===== src/rrrt_pkg.sv =====
// ----------------------------------------------------------------------------
// rrrt_pkg
// Shared types, sizes and codes for the read reply reassembly tracker.
// ----------------------------------------------------------------------------
package rrrt_pkg;

   // Table geometry
   localparam int SLOTS    = 16;
   localparam int MAP_BITS = 32;
   localparam int SLOT_W   = $clog2(SLOTS);
   localparam int CNT_W    = $clog2(MAP_BITS + 1);

   // Item kinds
   localparam logic KIND_REQUEST = 1'b0;
   localparam logic KIND_REPLY   = 1'b1;

   // Result status codes
   localparam logic [1:0] STATUS_ACCEPTED = 2'd0;
   localparam logic [1:0] STATUS_FULL     = 2'd1;
   localparam logic [1:0] STATUS_MATCHED  = 2'd2;
   localparam logic [1:0] STATUS_NO_MATCH = 2'd3;

   typedef struct packed {
      logic        kind;
      logic [31:0] file_id;
      logic [31:0] reply_id;
      logic [31:0] start_sector;
      logic [7:0]  sector_count;
      logic        is_write;
   } req_payload_type;

   typedef struct packed {
      logic [1:0]  status;
      logic [3:0]  slot;
      logic [31:0] assigned_id;
      logic [4:0]  copy_offset;
      logic [5:0]  copy_length;
      logic        overrun;
      logic        complete;
   } rsp_payload_type;

   // One table entry as held in the slot memory
   typedef struct packed {
      logic                is_write;
      logic [31:0]         file_id;
      logic [31:0]         req_id;
      logic [31:0]         start;
      logic [CNT_W-1:0]    count;
      logic [MAP_BITS-1:0] map;
   } slot_entry_type;

   // Outcome of checking one entry against a reply
   typedef struct packed {
      logic             hit;
      logic             done;
      logic             over;
      logic [CNT_W-1:0] off;
      logic [CNT_W-1:0] len;
   } match_type;

   // Mask with the lowest n bits set
   function automatic logic [MAP_BITS-1:0] low_ones(input logic [CNT_W-1:0] n);
      logic [MAP_BITS-1:0] m;
      for (int b = 0; b < MAP_BITS; b++) begin
         m[b] = (int'(n) > b);
      end
      return m;
   endfunction

endpackage


===== src/rrrt_if.sv =====
// ----------------------------------------------------------------------------
// rrrt_if
// Valid/ready channels for requests in and results out.
// ----------------------------------------------------------------------------
interface rrrt_req_if;
   import rrrt_pkg::*;

   logic            valid;
   logic            ready;
   req_payload_type data;

   modport source (output valid, output data, input ready);
   modport sink   (input valid, input data, output ready);
endinterface

interface rrrt_rsp_if;
   import rrrt_pkg::*;

   logic            valid;
   logic            ready;
   rsp_payload_type data;

   modport source (output valid, output data, input ready);
   modport sink   (input valid, input data, output ready);
endinterface


===== src/rrrt_ram.sv =====
// ----------------------------------------------------------------------------
// rrrt_ram
// Generic single write port RAM with one registered read port.
// ----------------------------------------------------------------------------
module rrrt_ram #(
   parameter int WIDTH = 8,
   parameter int DEPTH = 16
) (
   input  logic                                         clock,
   input  logic                                         wr_en,
   input  logic [((DEPTH > 1) ? $clog2(DEPTH) : 1)-1:0] wr_addr,
   input  logic [WIDTH-1:0]                             wr_data,
   input  logic                                         rd_en,
   input  logic [((DEPTH > 1) ? $clog2(DEPTH) : 1)-1:0] rd_addr,
   output logic [WIDTH-1:0]                             rd_data
);

   logic [WIDTH-1:0] mem [DEPTH];

   // Write, and register the read data
   always_ff @(posedge clock) begin
      if (wr_en) begin
         mem[wr_addr] <= wr_data;
      end
      if (rd_en) begin
         rd_data <= mem[rd_addr];
      end
   end

endmodule


===== src/rrrt_match.sv =====
// ----------------------------------------------------------------------------
// rrrt_match
// Checks one slot entry against a read reply, clamps the reply to the request
// and builds the updated sector map.
// ----------------------------------------------------------------------------
module rrrt_match (
   input  rrrt_pkg::slot_entry_type       entry,
   input  logic                           entry_valid,
   input  rrrt_pkg::req_payload_type      reply,
   output rrrt_pkg::match_type            result,
   output logic [rrrt_pkg::MAP_BITS-1:0]  new_map
);
   import rrrt_pkg::*;

   logic [32:0]         diff;
   logic                in_range;
   logic [CNT_W-1:0]    off;
   logic [CNT_W-1:0]    remain;
   logic                over;
   logic [CNT_W-1:0]    len;
   logic [MAP_BITS-1:0] need;

   // Position of the reply start inside the request
   assign diff     = {1'b0, reply.start_sector} - {1'b0, entry.start};
   assign in_range = !diff[32] && (diff[31:0] < 32'(entry.count));
   assign off      = diff[CNT_W-1:0];

   // Clamp the reply to the request end
   assign remain = entry.count - off;
   assign over   = reply.sector_count > 8'(remain);
   assign len    = over ? remain : reply.sector_count[CNT_W-1:0];

   // Mark covered sectors and check for a full map
   assign new_map = entry.map | (low_ones(len) << off);
   assign need    = low_ones(entry.count);

   always_comb begin
      result.hit  = entry_valid && !entry.is_write
                    && (entry.file_id == reply.file_id)
                    && (entry.req_id == reply.reply_id)
                    && in_range;
      result.done = ((new_map & need) == need);
      result.over = over;
      result.off  = off;
      result.len  = len;
   end

endmodule


===== src/read_reply_reassembly_tracker.sv =====
// ----------------------------------------------------------------------------
// read_reply_reassembly_tracker
// Slot table of outstanding sector requests; read replies are matched,
// clamped and marked in a per-slot sector map until the request completes.
// ----------------------------------------------------------------------------
// Order: a request passes from the idle step through the finish step to the result
//    register; a reply is held, slots are read and checked from slot zero until one
//    matches or all are checked, then it too passes through the finish step.
// Throughput: one item at a time; the next request is taken once the result
//    register has it. The reply search reads one slot entry per cycle from
//    the single read port of the slot memory, lowest slot first.
// Reset: all slots free, id counter at one; memory contents are not cleared.
// ----------------------------------------------------------------------------
module read_reply_reassembly_tracker (
   input  logic       clock,
   input  logic       reset,
   rrrt_req_if.sink   req_chan,
   rrrt_rsp_if.source rsp_chan
);
   import rrrt_pkg::*;

   typedef enum logic [1:0] {S_IDLE, S_SCAN, S_FINISH} state_type;

   state_type           state_ff, state_in;
   logic [SLOTS-1:0]    slot_valid_ff, slot_valid_in;
   logic [31:0]         next_id_ff, next_id_in;
   logic [SLOT_W:0]     iss_ff, iss_in;
   logic                chk_vld_ff, chk_vld_in;
   logic [SLOT_W-1:0]   chk_idx_ff, chk_idx_in;
   req_payload_type     reply_ff, reply_in;
   rsp_payload_type     pend_ff, pend_in;
   logic                rsp_valid_ff, rsp_valid_in;
   rsp_payload_type     rsp_data_ff, rsp_data_in;

   logic                req_fire;
   logic                free_found;
   logic [SLOT_W-1:0]   free_idx;
   logic [CNT_W-1:0]    req_count;
   logic                ram_wr_en;
   logic [SLOT_W-1:0]   ram_wr_addr;
   slot_entry_type      ram_wr_data;
   logic                ram_rd_en;
   logic [SLOT_W-1:0]   ram_rd_addr;
   slot_entry_type      rd_entry;
   match_type           mres;
   logic [MAP_BITS-1:0] new_map;
   logic                out_free;

   assign req_chan.ready = (state_ff == S_IDLE);
   assign req_fire       = req_chan.valid && req_chan.ready;
   assign rsp_chan.valid = rsp_valid_ff;
   assign rsp_chan.data  = rsp_data_ff;
   assign out_free       = !rsp_valid_ff || rsp_chan.ready;

   // Find the lowest free slot
   always_comb begin
      free_found = 1'b0;
      free_idx   = '0;
      for (int i = SLOTS - 1; i >= 0; i--) begin
         if (!slot_valid_ff[i]) begin
            free_found = 1'b1;
            free_idx   = SLOT_W'(i);
         end
      end
   end

   // Clamp the request count into 1..MAP_BITS
   always_comb begin
      if (req_chan.data.sector_count == 8'd0) begin
         req_count = CNT_W'(1);
      end else if (req_chan.data.sector_count > 8'(MAP_BITS)) begin
         req_count = CNT_W'(MAP_BITS);
      end else begin
         req_count = req_chan.data.sector_count[CNT_W-1:0];
      end
   end

   rrrt_ram #(
      .WIDTH ($bits(slot_entry_type)),
      .DEPTH (SLOTS)
   ) u_slot_ram (
      .clock   (clock),
      .wr_en   (ram_wr_en),
      .wr_addr (ram_wr_addr),
      .wr_data (ram_wr_data),
      .rd_en   (ram_rd_en),
      .rd_addr (ram_rd_addr),
      .rd_data (rd_entry)
   );

   rrrt_match u_match (
      .entry       (rd_entry),
      .entry_valid (slot_valid_ff[chk_idx_ff]),
      .reply       (reply_ff),
      .result      (mres),
      .new_map     (new_map)
   );

   // Sequence requests, reply search and result hand-off
   always_comb begin
      state_in      = state_ff;
      slot_valid_in = slot_valid_ff;
      next_id_in    = next_id_ff;
      iss_in        = iss_ff;
      chk_vld_in    = 1'b0;
      chk_idx_in    = chk_idx_ff;
      reply_in      = reply_ff;
      pend_in       = pend_ff;
      rsp_valid_in  = rsp_valid_ff && !rsp_chan.ready;
      rsp_data_in   = rsp_data_ff;
      ram_wr_en     = 1'b0;
      ram_wr_addr   = free_idx;
      ram_wr_data   = '0;
      ram_rd_en     = 1'b0;
      ram_rd_addr   = iss_ff[SLOT_W-1:0];

      case (state_ff)
         S_IDLE: begin
            if (req_fire && req_chan.data.kind == KIND_REQUEST) begin
               pend_in = '0;
               if (free_found) begin
                  // Take the slot and hand out the next id
                  ram_wr_en                = 1'b1;
                  ram_wr_data.is_write     = req_chan.data.is_write;
                  ram_wr_data.file_id      = req_chan.data.file_id;
                  ram_wr_data.req_id       = next_id_ff;
                  ram_wr_data.start        = req_chan.data.start_sector;
                  ram_wr_data.count        = req_count;
                  ram_wr_data.map          = '0;
                  slot_valid_in[free_idx]  = 1'b1;
                  next_id_in               = next_id_ff + 32'd1;
                  pend_in.status           = STATUS_ACCEPTED;
                  pend_in.slot             = 4'(free_idx);
                  pend_in.assigned_id      = next_id_ff;
               end else begin
                  pend_in.status = STATUS_FULL;
               end
               state_in = S_FINISH;
            end else if (req_fire) begin
               // Hold the reply and start the search at slot zero
               reply_in = req_chan.data;
               iss_in   = '0;
               state_in = S_SCAN;
            end
         end
         S_SCAN: begin
            // Issue the next read while checking the previous one
            if (iss_ff < (SLOT_W + 1)'(SLOTS)) begin
               ram_rd_en  = 1'b1;
               iss_in     = iss_ff + (SLOT_W + 1)'(1);
               chk_vld_in = 1'b1;
               chk_idx_in = iss_ff[SLOT_W-1:0];
            end
            pend_in = '0;
            if (chk_vld_ff && mres.hit) begin
               // Write back the marked map, free the slot when complete
               ram_wr_en       = 1'b1;
               ram_wr_addr     = chk_idx_ff;
               ram_wr_data     = rd_entry;
               ram_wr_data.map = new_map;
               if (mres.done) begin
                  slot_valid_in[chk_idx_ff] = 1'b0;
               end
               pend_in.status      = STATUS_MATCHED;
               pend_in.slot        = 4'(chk_idx_ff);
               pend_in.copy_offset = 5'(mres.off);
               pend_in.copy_length = 6'(mres.len);
               pend_in.overrun     = mres.over;
               pend_in.complete    = mres.done;
               chk_vld_in          = 1'b0;
               state_in            = S_FINISH;
            end else if (!chk_vld_ff && iss_ff == (SLOT_W + 1)'(SLOTS)) begin
               pend_in.status = STATUS_NO_MATCH;
               state_in       = S_FINISH;
            end
         end
         S_FINISH: begin
            // Hand the result to the output register once it is free
            if (out_free) begin
               rsp_valid_in = 1'b1;
               rsp_data_in  = pend_ff;
               state_in     = S_IDLE;
            end
         end
         default: begin
            state_in = S_IDLE;
         end
      endcase
   end

   // Hold state, slot valid bits and the result register
   always_ff @(posedge clock) begin
      if (reset) begin
         state_ff      <= S_IDLE;
         slot_valid_ff <= '0;
         next_id_ff    <= 32'd1;
         iss_ff        <= '0;
         chk_vld_ff    <= 1'b0;
         rsp_valid_ff  <= 1'b0;
      end else begin
         state_ff      <= state_in;
         slot_valid_ff <= slot_valid_in;
         next_id_ff    <= next_id_in;
         iss_ff        <= iss_in;
         chk_vld_ff    <= chk_vld_in;
         rsp_valid_ff  <= rsp_valid_in;
      end
      chk_idx_ff  <= chk_idx_in;
      reply_ff    <= reply_in;
      pend_ff     <= pend_in;
      rsp_data_ff <= rsp_data_in;
   end

   // The id counter moves only for a request that took a slot
   assert property (@(posedge clock) disable iff (reset)
      ($past(!reset) && next_id_ff != $past(next_id_ff))
      |-> $past(req_fire && req_chan.data.kind == KIND_REQUEST && free_found))
      else $error("id counter moved without an accepted request");

   // A completed reply frees its slot
   assert property (@(posedge clock) disable iff (reset)
      (state_ff == S_SCAN && chk_vld_ff && mres.hit && mres.done)
      |=> !slot_valid_ff[$past(chk_idx_ff)])
      else $error("completed slot still valid");

   // An accepted request occupies the slot it was given
   assert property (@(posedge clock) disable iff (reset)
      (req_fire && req_chan.data.kind == KIND_REQUEST && free_found)
      |=> slot_valid_ff[$past(free_idx)])
      else $error("taken slot not marked valid");

   // A new result appears only after the finish step
   assert property (@(posedge clock) disable iff (reset)
      ($past(!reset) && $rose(rsp_valid_ff)) |-> $past(state_ff == S_FINISH))
      else $error("result raised outside the finish step");

endmodule

===== src/flat_wrapper.sv =====
// flat-port wrapper written by rule: the top's interface ports become plain ports
module read_reply_reassembly_tracker_flat import rrrt_pkg::*;
  (clock, reset, req_chan_valid, req_chan_data, req_chan_ready, rsp_chan_valid, rsp_chan_data, rsp_chan_ready);
  rrrt_req_if req_chan_i ();
  rrrt_rsp_if rsp_chan_i ();
  input  logic clock;
  input  logic reset;
  input wire logic [$bits(req_chan_i.valid)-1:0] req_chan_valid;
  input wire logic [$bits(req_chan_i.data)-1:0] req_chan_data;
  output wire logic [$bits(req_chan_i.ready)-1:0] req_chan_ready;
  output wire logic [$bits(rsp_chan_i.valid)-1:0] rsp_chan_valid;
  output wire logic [$bits(rsp_chan_i.data)-1:0] rsp_chan_data;
  input wire logic [$bits(rsp_chan_i.ready)-1:0] rsp_chan_ready;
  assign req_chan_i.valid = req_chan_valid;
  assign req_chan_i.data = req_chan_data;
  assign req_chan_ready = req_chan_i.ready;
  assign rsp_chan_valid = rsp_chan_i.valid;
  assign rsp_chan_data = rsp_chan_i.data;
  assign rsp_chan_i.ready = rsp_chan_ready;
  read_reply_reassembly_tracker u_core (.clock(clock), .reset(reset), .req_chan(req_chan_i), .rsp_chan(rsp_chan_i));
endmodule

===== config.mk =====
export PLATFORM = sky130hd
export DESIGN_NAME = read_reply_reassembly_tracker_flat
export DESIGN_NICKNAME = d
export VERILOG_FILES = /design/src/rrrt_pkg.sv /design/src/rrrt_if.sv /design/src/rrrt_ram.sv /design/src/rrrt_match.sv /design/src/read_reply_reassembly_tracker.sv /design/src/flat_wrapper.sv
export SDC_FILE = /design/constraint.sdc
export NUM_CORES = 2
export LEC_CHECK = 0
export BUFFER_PORTS_ARGS = -buffer_cell sky130_fd_sc_hd__buf_4
export CORE_MARGIN = 3
export CORE_UTILIZATION = 51
export CTS_BUF_LIST = sky130_fd_sc_hd__clkbuf_16
export DETAILED_ROUTE_END_ITERATION = 8
export GPL_TIMING_DRIVEN = 0
export PLACE_DENSITY = 0.71
export SLEW_MARGIN = 15
export SYNTH_ARGS = -nofsm -noshare
export SYNTH_HDL_FRONTEND = slang
export SYNTH_SLANG_ARGS = --single-unit

===== constraint.sdc =====
create_clock -name clock -period 14.5 [get_ports clock]
set_input_delay 2.175 -clock clock [delete_from_list [all_inputs] [get_ports clock]]
set_output_delay 2.175 -clock clock [all_outputs]
set_load 0.005 [all_outputs]

# Word-level counts from Yosys, hierarchy flattened
# Memory sizes are Yosys's and may differ from the RTL's. A register that Yosys moved wholly into a read port is not among the register bits.
# Index checks and enable logic that the tools add are counted.
[op_classes]
reduce_logical = 30
muxes = 80
multipliers = 0
div_mod_pow = 0
bitwise = 8
n_eq_ne = 16
magnitude_cmp = 72
add_sub_neg = 4
n_shift = 1
[op_table]
columns = ["op", "n"]
rows = [
  ["135-bit two-way mux", 3],
  ["135-bit case mux with 2 select lines", 1],
  ["6-bit by 5-bit greater-than comparator with 1-bit output (second input constant)", 32],
  ["51-bit case mux with 2 select lines", 1],
  ["32-bit == test", 3],
  ["6-bit by 4-bit greater-than comparator with 1-bit output (second input constant)", 16],
  ["4-bit two-way mux", 19],
  ["16-bit two-way mux", 4],
  ["51-bit two-way mux", 1],
  ["6-bit by 3-bit greater-than comparator with 1-bit output (second input constant)", 8],
  ["36-bit two-way mux", 1],
  ["32-bit by 32-bit subtractor with 33-bit output", 1],
  ["32-bit by 1-bit adder with 32-bit output (second input constant)", 1],
  ["32-bit AND", 1],
  ["32-bit by 6-bit less-than comparator with 1-bit output", 1],
  ["32-bit OR", 1],
  ["16-bit case mux with 2 select lines", 1],
  ["32-bit by 6-bit left shift with 32-bit output", 1],
  ["1-bit two-way mux", 29],
  ["6-bit by 1-bit greater-than comparator with 1-bit output (second input constant)", 4],
  ["6-bit by 2-bit greater-than comparator with 1-bit output (second input constant)", 4],
  ["6-bit two-way mux", 3],
  ["16-bit AND", 1],
  ["16-bit NOT", 1],
  ["35 further kinds", 73],
]
[totals]
ramBits = 2160
latchBits = 0
mem_bits_ro = 0
reg_bits = 267
mem_count = 1
input_bits = 110
[memory_table]
columns = ["memory", "words", "width", "rd", "rd_clocked_by_memory_dff", "wr", "line", "source"]
rows = [
  ["u_core.u_slot_ram.mem", 16, 135, 1, 1, 1, "rrrt_ram.sv:18", "logic [WIDTH-1:0] mem [DEPTH];"],
]

# Depth between registers and ports, before layout
[depth]
ltp_word = 24
mapped_depth = 37
mapped_depth_nobuf = 28

# Cells and area by module
# From an unflattened synthesis, not the netlist that was laid out.
[unflattened]
hier_cells = 5377
hier_area_um2 = 102798.6
[by_module_without_submodules]
columns = ["mod", "n_inst", "cells_each", "area_per_inst_um2"]
rows = [
  ["rrrt_ram", 1, 3541, 85260.5],
  ["read_reply_reassembly_tracker", 1, 807, 10877.9],
  ["rrrt_match", 1, 1029, 6660.1],
]

# Worst setup path before layout
# Ideal clock, no wire load.
[synth_timing]
path_type = "register to register"
start = "reg u_core.reply_ff[9] (netlist bit)"
end = "mem u_core.u_slot_ram.mem[5][0] (netlist bit) (enable)"
path_slack_ps = 3378
n_path_buf = 5
synth_period_minus_slack_ps = 11122
t_arrival_ps = 10491
stages_incl_launch_ff = 25
path_cell_list = "edfxtp_1 -> inv_1 -> ha_1 -> inv_1 -> fa_1 -> xor2_1 -> clkbuf_1 -> clkbuf_1 -> clkbuf_1 -> buf_1 -> ha_1 -> o21a_1 -> o21ai_0 -> a21oi_1 -> o21a_1 -> nor2_1 -> nand4_1 -> nor4_1 -> and4_1 -> and4_1 -> nand4_1 -> clkbuf_1 -> o22ai_1 -> nand2_1 -> nor2_1"
[synth_rtl]
columns = ["item", "line", "source"]
rows = [
  ["start: declaration", "read_reply_reassembly_tracker.sv:30", "req_payload_type reply_ff, reply_in;"],
  ["start signal: assignment", "read_reply_reassembly_tracker.sv:209", "reply_ff <= reply_in;"],
  ["end: declaration", "rrrt_ram.sv:18", ""],
]

==> impl_metrics.yaml <==
run_status:
  run_status: "finished, final reports clean"
global_routing:
  grt_max_degree: 28
  grt_pass1_vias: 58700
  track_usage_pct: 29.8
  grt_first_pass_wirelength_mm: 442
  antenna_found_initial: 11
  gr-total-overflow: 0
placed_design:
  place.port_buffers: 162
  placed_area_um2: 113000
  place_inst: 8327
  dpl.hpwl_mm: 208
  gp_congestion: 0.955
power_and_ir_drop:
  power_w: 0.0164
  power.leakage_nw: 37.4
  p_per_area_nw_per_um2: 135
  max-vdd-ir-drop_uv: 122
floorplan:
  fp-row-count: 165
  die_height_um: 458
  fp.dieW_um: 458
  start_util_pct: 51.3
  die-area_um2: 209000
  coreArea_um2: 203000
  num_io_pins: 163
critical_path:
  start_kind: "register"
  worstPathMaxFanout: 10
  worstSetupPathType: "register to register"
  end_kind: "register"
  cpPeakStageDelay_ns: 0.99
  critical_path_required_ns: 15.01
  critPathArrivalTime_ns: 12.36
  r2r_cells: 32
  slowest_stage: "nor4_1"
clocking:
  cts_root_buffer: "clkbuf_16"
  clk_latency_ns: 0.94
  clockBufferDepth: 4
  cts_hold_buf: 0
  cts_buffers: 274
  cts.sinks: 2562
  cts_htree_levels: 5
  cts.reportedPaths.clkPinSlew_ns: 0.06
  ctsResizeCount: 0
  post_cts_buffers: 0
  cts_tree: "built"
timing:
  finalCritPeriodShare_pct: 81.8
  slew_violations: 0
  max-slew-margin-rel_pct: 15.6
  fmax_ghz: 0.0844
  fin_crit_ns: 11.86
  rsz0062_at_grt: "no"
  fin_setup_tns_ns: 0
  worst_slew_pin_slew_ns: 1.27
  setup_viol: 0
  finClkSkew_ns: 0.0913
  final_hold_viol_count: 0
synth:
  synth_most_common_cell: "edfxtp_1"
  netlist_instances: 5321
  yosys_warnings: 0
  async_flop_share_pct: 0
  ys_ff_latch: 2562
  synth_area_um2: 104000
  synth_edf_count: 2505
  synth_top_area_cell: "edfxtp_1"
  synth_top_area_share_pct: 72.3
  synth_area_per_cell_um2: 19.5
  synth_area_leaders: "edfxtp_1 72%, mux4_2 15%, dfxtp_1 1.1%"
  ys_top_cells_by_count: "2505 x edfxtp_1, 679 x mux4_2, 243 x nor2_1"
  synth_ff_type: "edfxtp_1"
  synth_fp_nets: 5483
  yosysUniqueCellTypes: 104
  synth-seq-area-share_pct: 73.4
routing:
  route.detailed.drc: 0
  vias_per_cell: 6.69
  drtPass1Iterations: 9
  detail_route.wl_per_cell_um: 35.4
  drt_iter0_markers: 8370
  antenna_left: 0
  dr_total_vias: 58900
  drt_wl_total_mm: 312
flow_run:
  maxCapViolations: 0
finish:
  syn_to_final_growth_pct: 16.6
  final_core_util_pct: 59.9
  seq_area_um2: 76400
  multi_input_area_um2: 26400
  nets: 6098
  nFillCells: 14000
  stdcell_count: 8802
  finalInstanceArea_um2: 121000
  drive_above_1_share_pct: 25.3
min_path:
  min_path_cells: 0
  min_path_type: "register to register"
==> kinds of logic (layout without fill, tap and decap cells) <==
logic type	Yosys count	count (layout)	share of synthesized area, %
buffers and inverters	362	1162	1.40
adders and majority gates	52	52	0.640
other	0	9	0
xor gates and xnor gates	116	116	1.01
and+or+nand+nor	878	878	4.16
muxes	705	705	15.0
DFF	2562	2562	73.4
AOI/OAI and AO/OA	646	646	4.37
==> through the flow <==
step	worst slack (ns)	hold slack, ns
6_report	2.64	0.413
2_1_floorplan	3.38	0.400
5_1_grt	2.40	0.423
3_3_place_gp	-7.72	0.403
3_5_place_dp	3.11	0.405
4_1_cts	3.06	0.413
==> final timing paths <==
check	start	end	slack [ns]
min	u_core.pend_ff[28]$_SDFFCE_PP0P_	u_core.rsp_chan.data[28]$_DFFE_PP_	0.41
max reg2reg	u_core.u_slot_ram.rd_data[38]$_DFFE_PP_	u_core.pend_ff[0]$_SDFFCE_PN0P_	2.64
max	u_core.u_slot_ram.rd_data[38]$_DFFE_PP_	u_core.pend_ff[0]$_SDFFCE_PN0P_	2.64
min reg2reg	u_core.pend_ff[28]$_SDFFCE_PP0P_	u_core.rsp_chan.data[28]$_DFFE_PP_	0.41
==> report_power, final <==
group          internal (W)  switching (W)
Sequential          0.00817      0.0000450
Clock               0.00392        0.00276
Combinational      0.000486        0.00103
Total                0.0126        0.00384
==> cell usage in the layout (no fill, tap or decap), types with 27 or more instances in the layout <==
master / instances
inv_1: 133
o21ai_1: 69
nor2_1: 220
edfxtp_1: 2505
clkinv_1: 54
buf_16: 69
o21ai_0: 75
nand4_1: 64
clkbuf_1: 171
nand3_1: 73
a31oi_1: 30
nand2_1: 209
a21oi_1: 107
mux4_2: 679
nor2b_1: 28
ha_1: 50
buf_12: 97
xnor2_1: 75
a211oi_1: 29
a22o_1: 71
o211ai_1: 29
buf_4: 172
xor2_1: 36
nor3_1: 60
clkbuf_16: 283
dfxtp_1: 57
and3_1: 27
and2_1: 42
clkbuf_2: 46
clkinv_2: 34
==> final cells by class <==
class	instances	area share, %
sequential	2562	63.0
clock inverter	178	1.15
multi-input combinational	2397	21.7
inverter	88	0.272
buffer	274	0.980
timing repair buffer	339	4.26
antenna	9	0.0186
clock buffer	283	5.84
tap	2672	2.76
==> state kept, by name, indices dropped and copies added, names as in the netlist <==
signal                     flops
u_core.u_slot_ram.mem       2160
u_core.u_slot_ram.rd_data    135
u_core.reply_ff              104
u_core.pend_ff                51
u_core.rsp_chan.data          51
u_core.next_id_ff             32
u_core.slot_valid_ff          16
u_core.iss_ff                  5
u_core.chk_idx_ff              4
u_core.state_ff                2
u_core.chk_vld_ff              1
u_core.rsp_chan.valid          1
==> routing by layer <==
metal	GRT usage (%)	up-vias	part of all wire [%]
li1	-	23400	-
met1	39.5	30800	37
met2	47.8	3986	48
met3	6.16	731	9.7
met4	13.7	2	5.2
met5	0	-	0.0045
==> critical path, delay by kind of cell (launching register included) <==
family	cells	cell delay, ns
buffers and inverters	9	3.38
AOI/OAI and AO/OA	9	3.27
and+or+nand+nor	8	2.34
adders and majority gates	4	1.45
xor gates and xnor gates	2	0.55
DFF	1	0.45
Power figures use the tool's default switching activity.
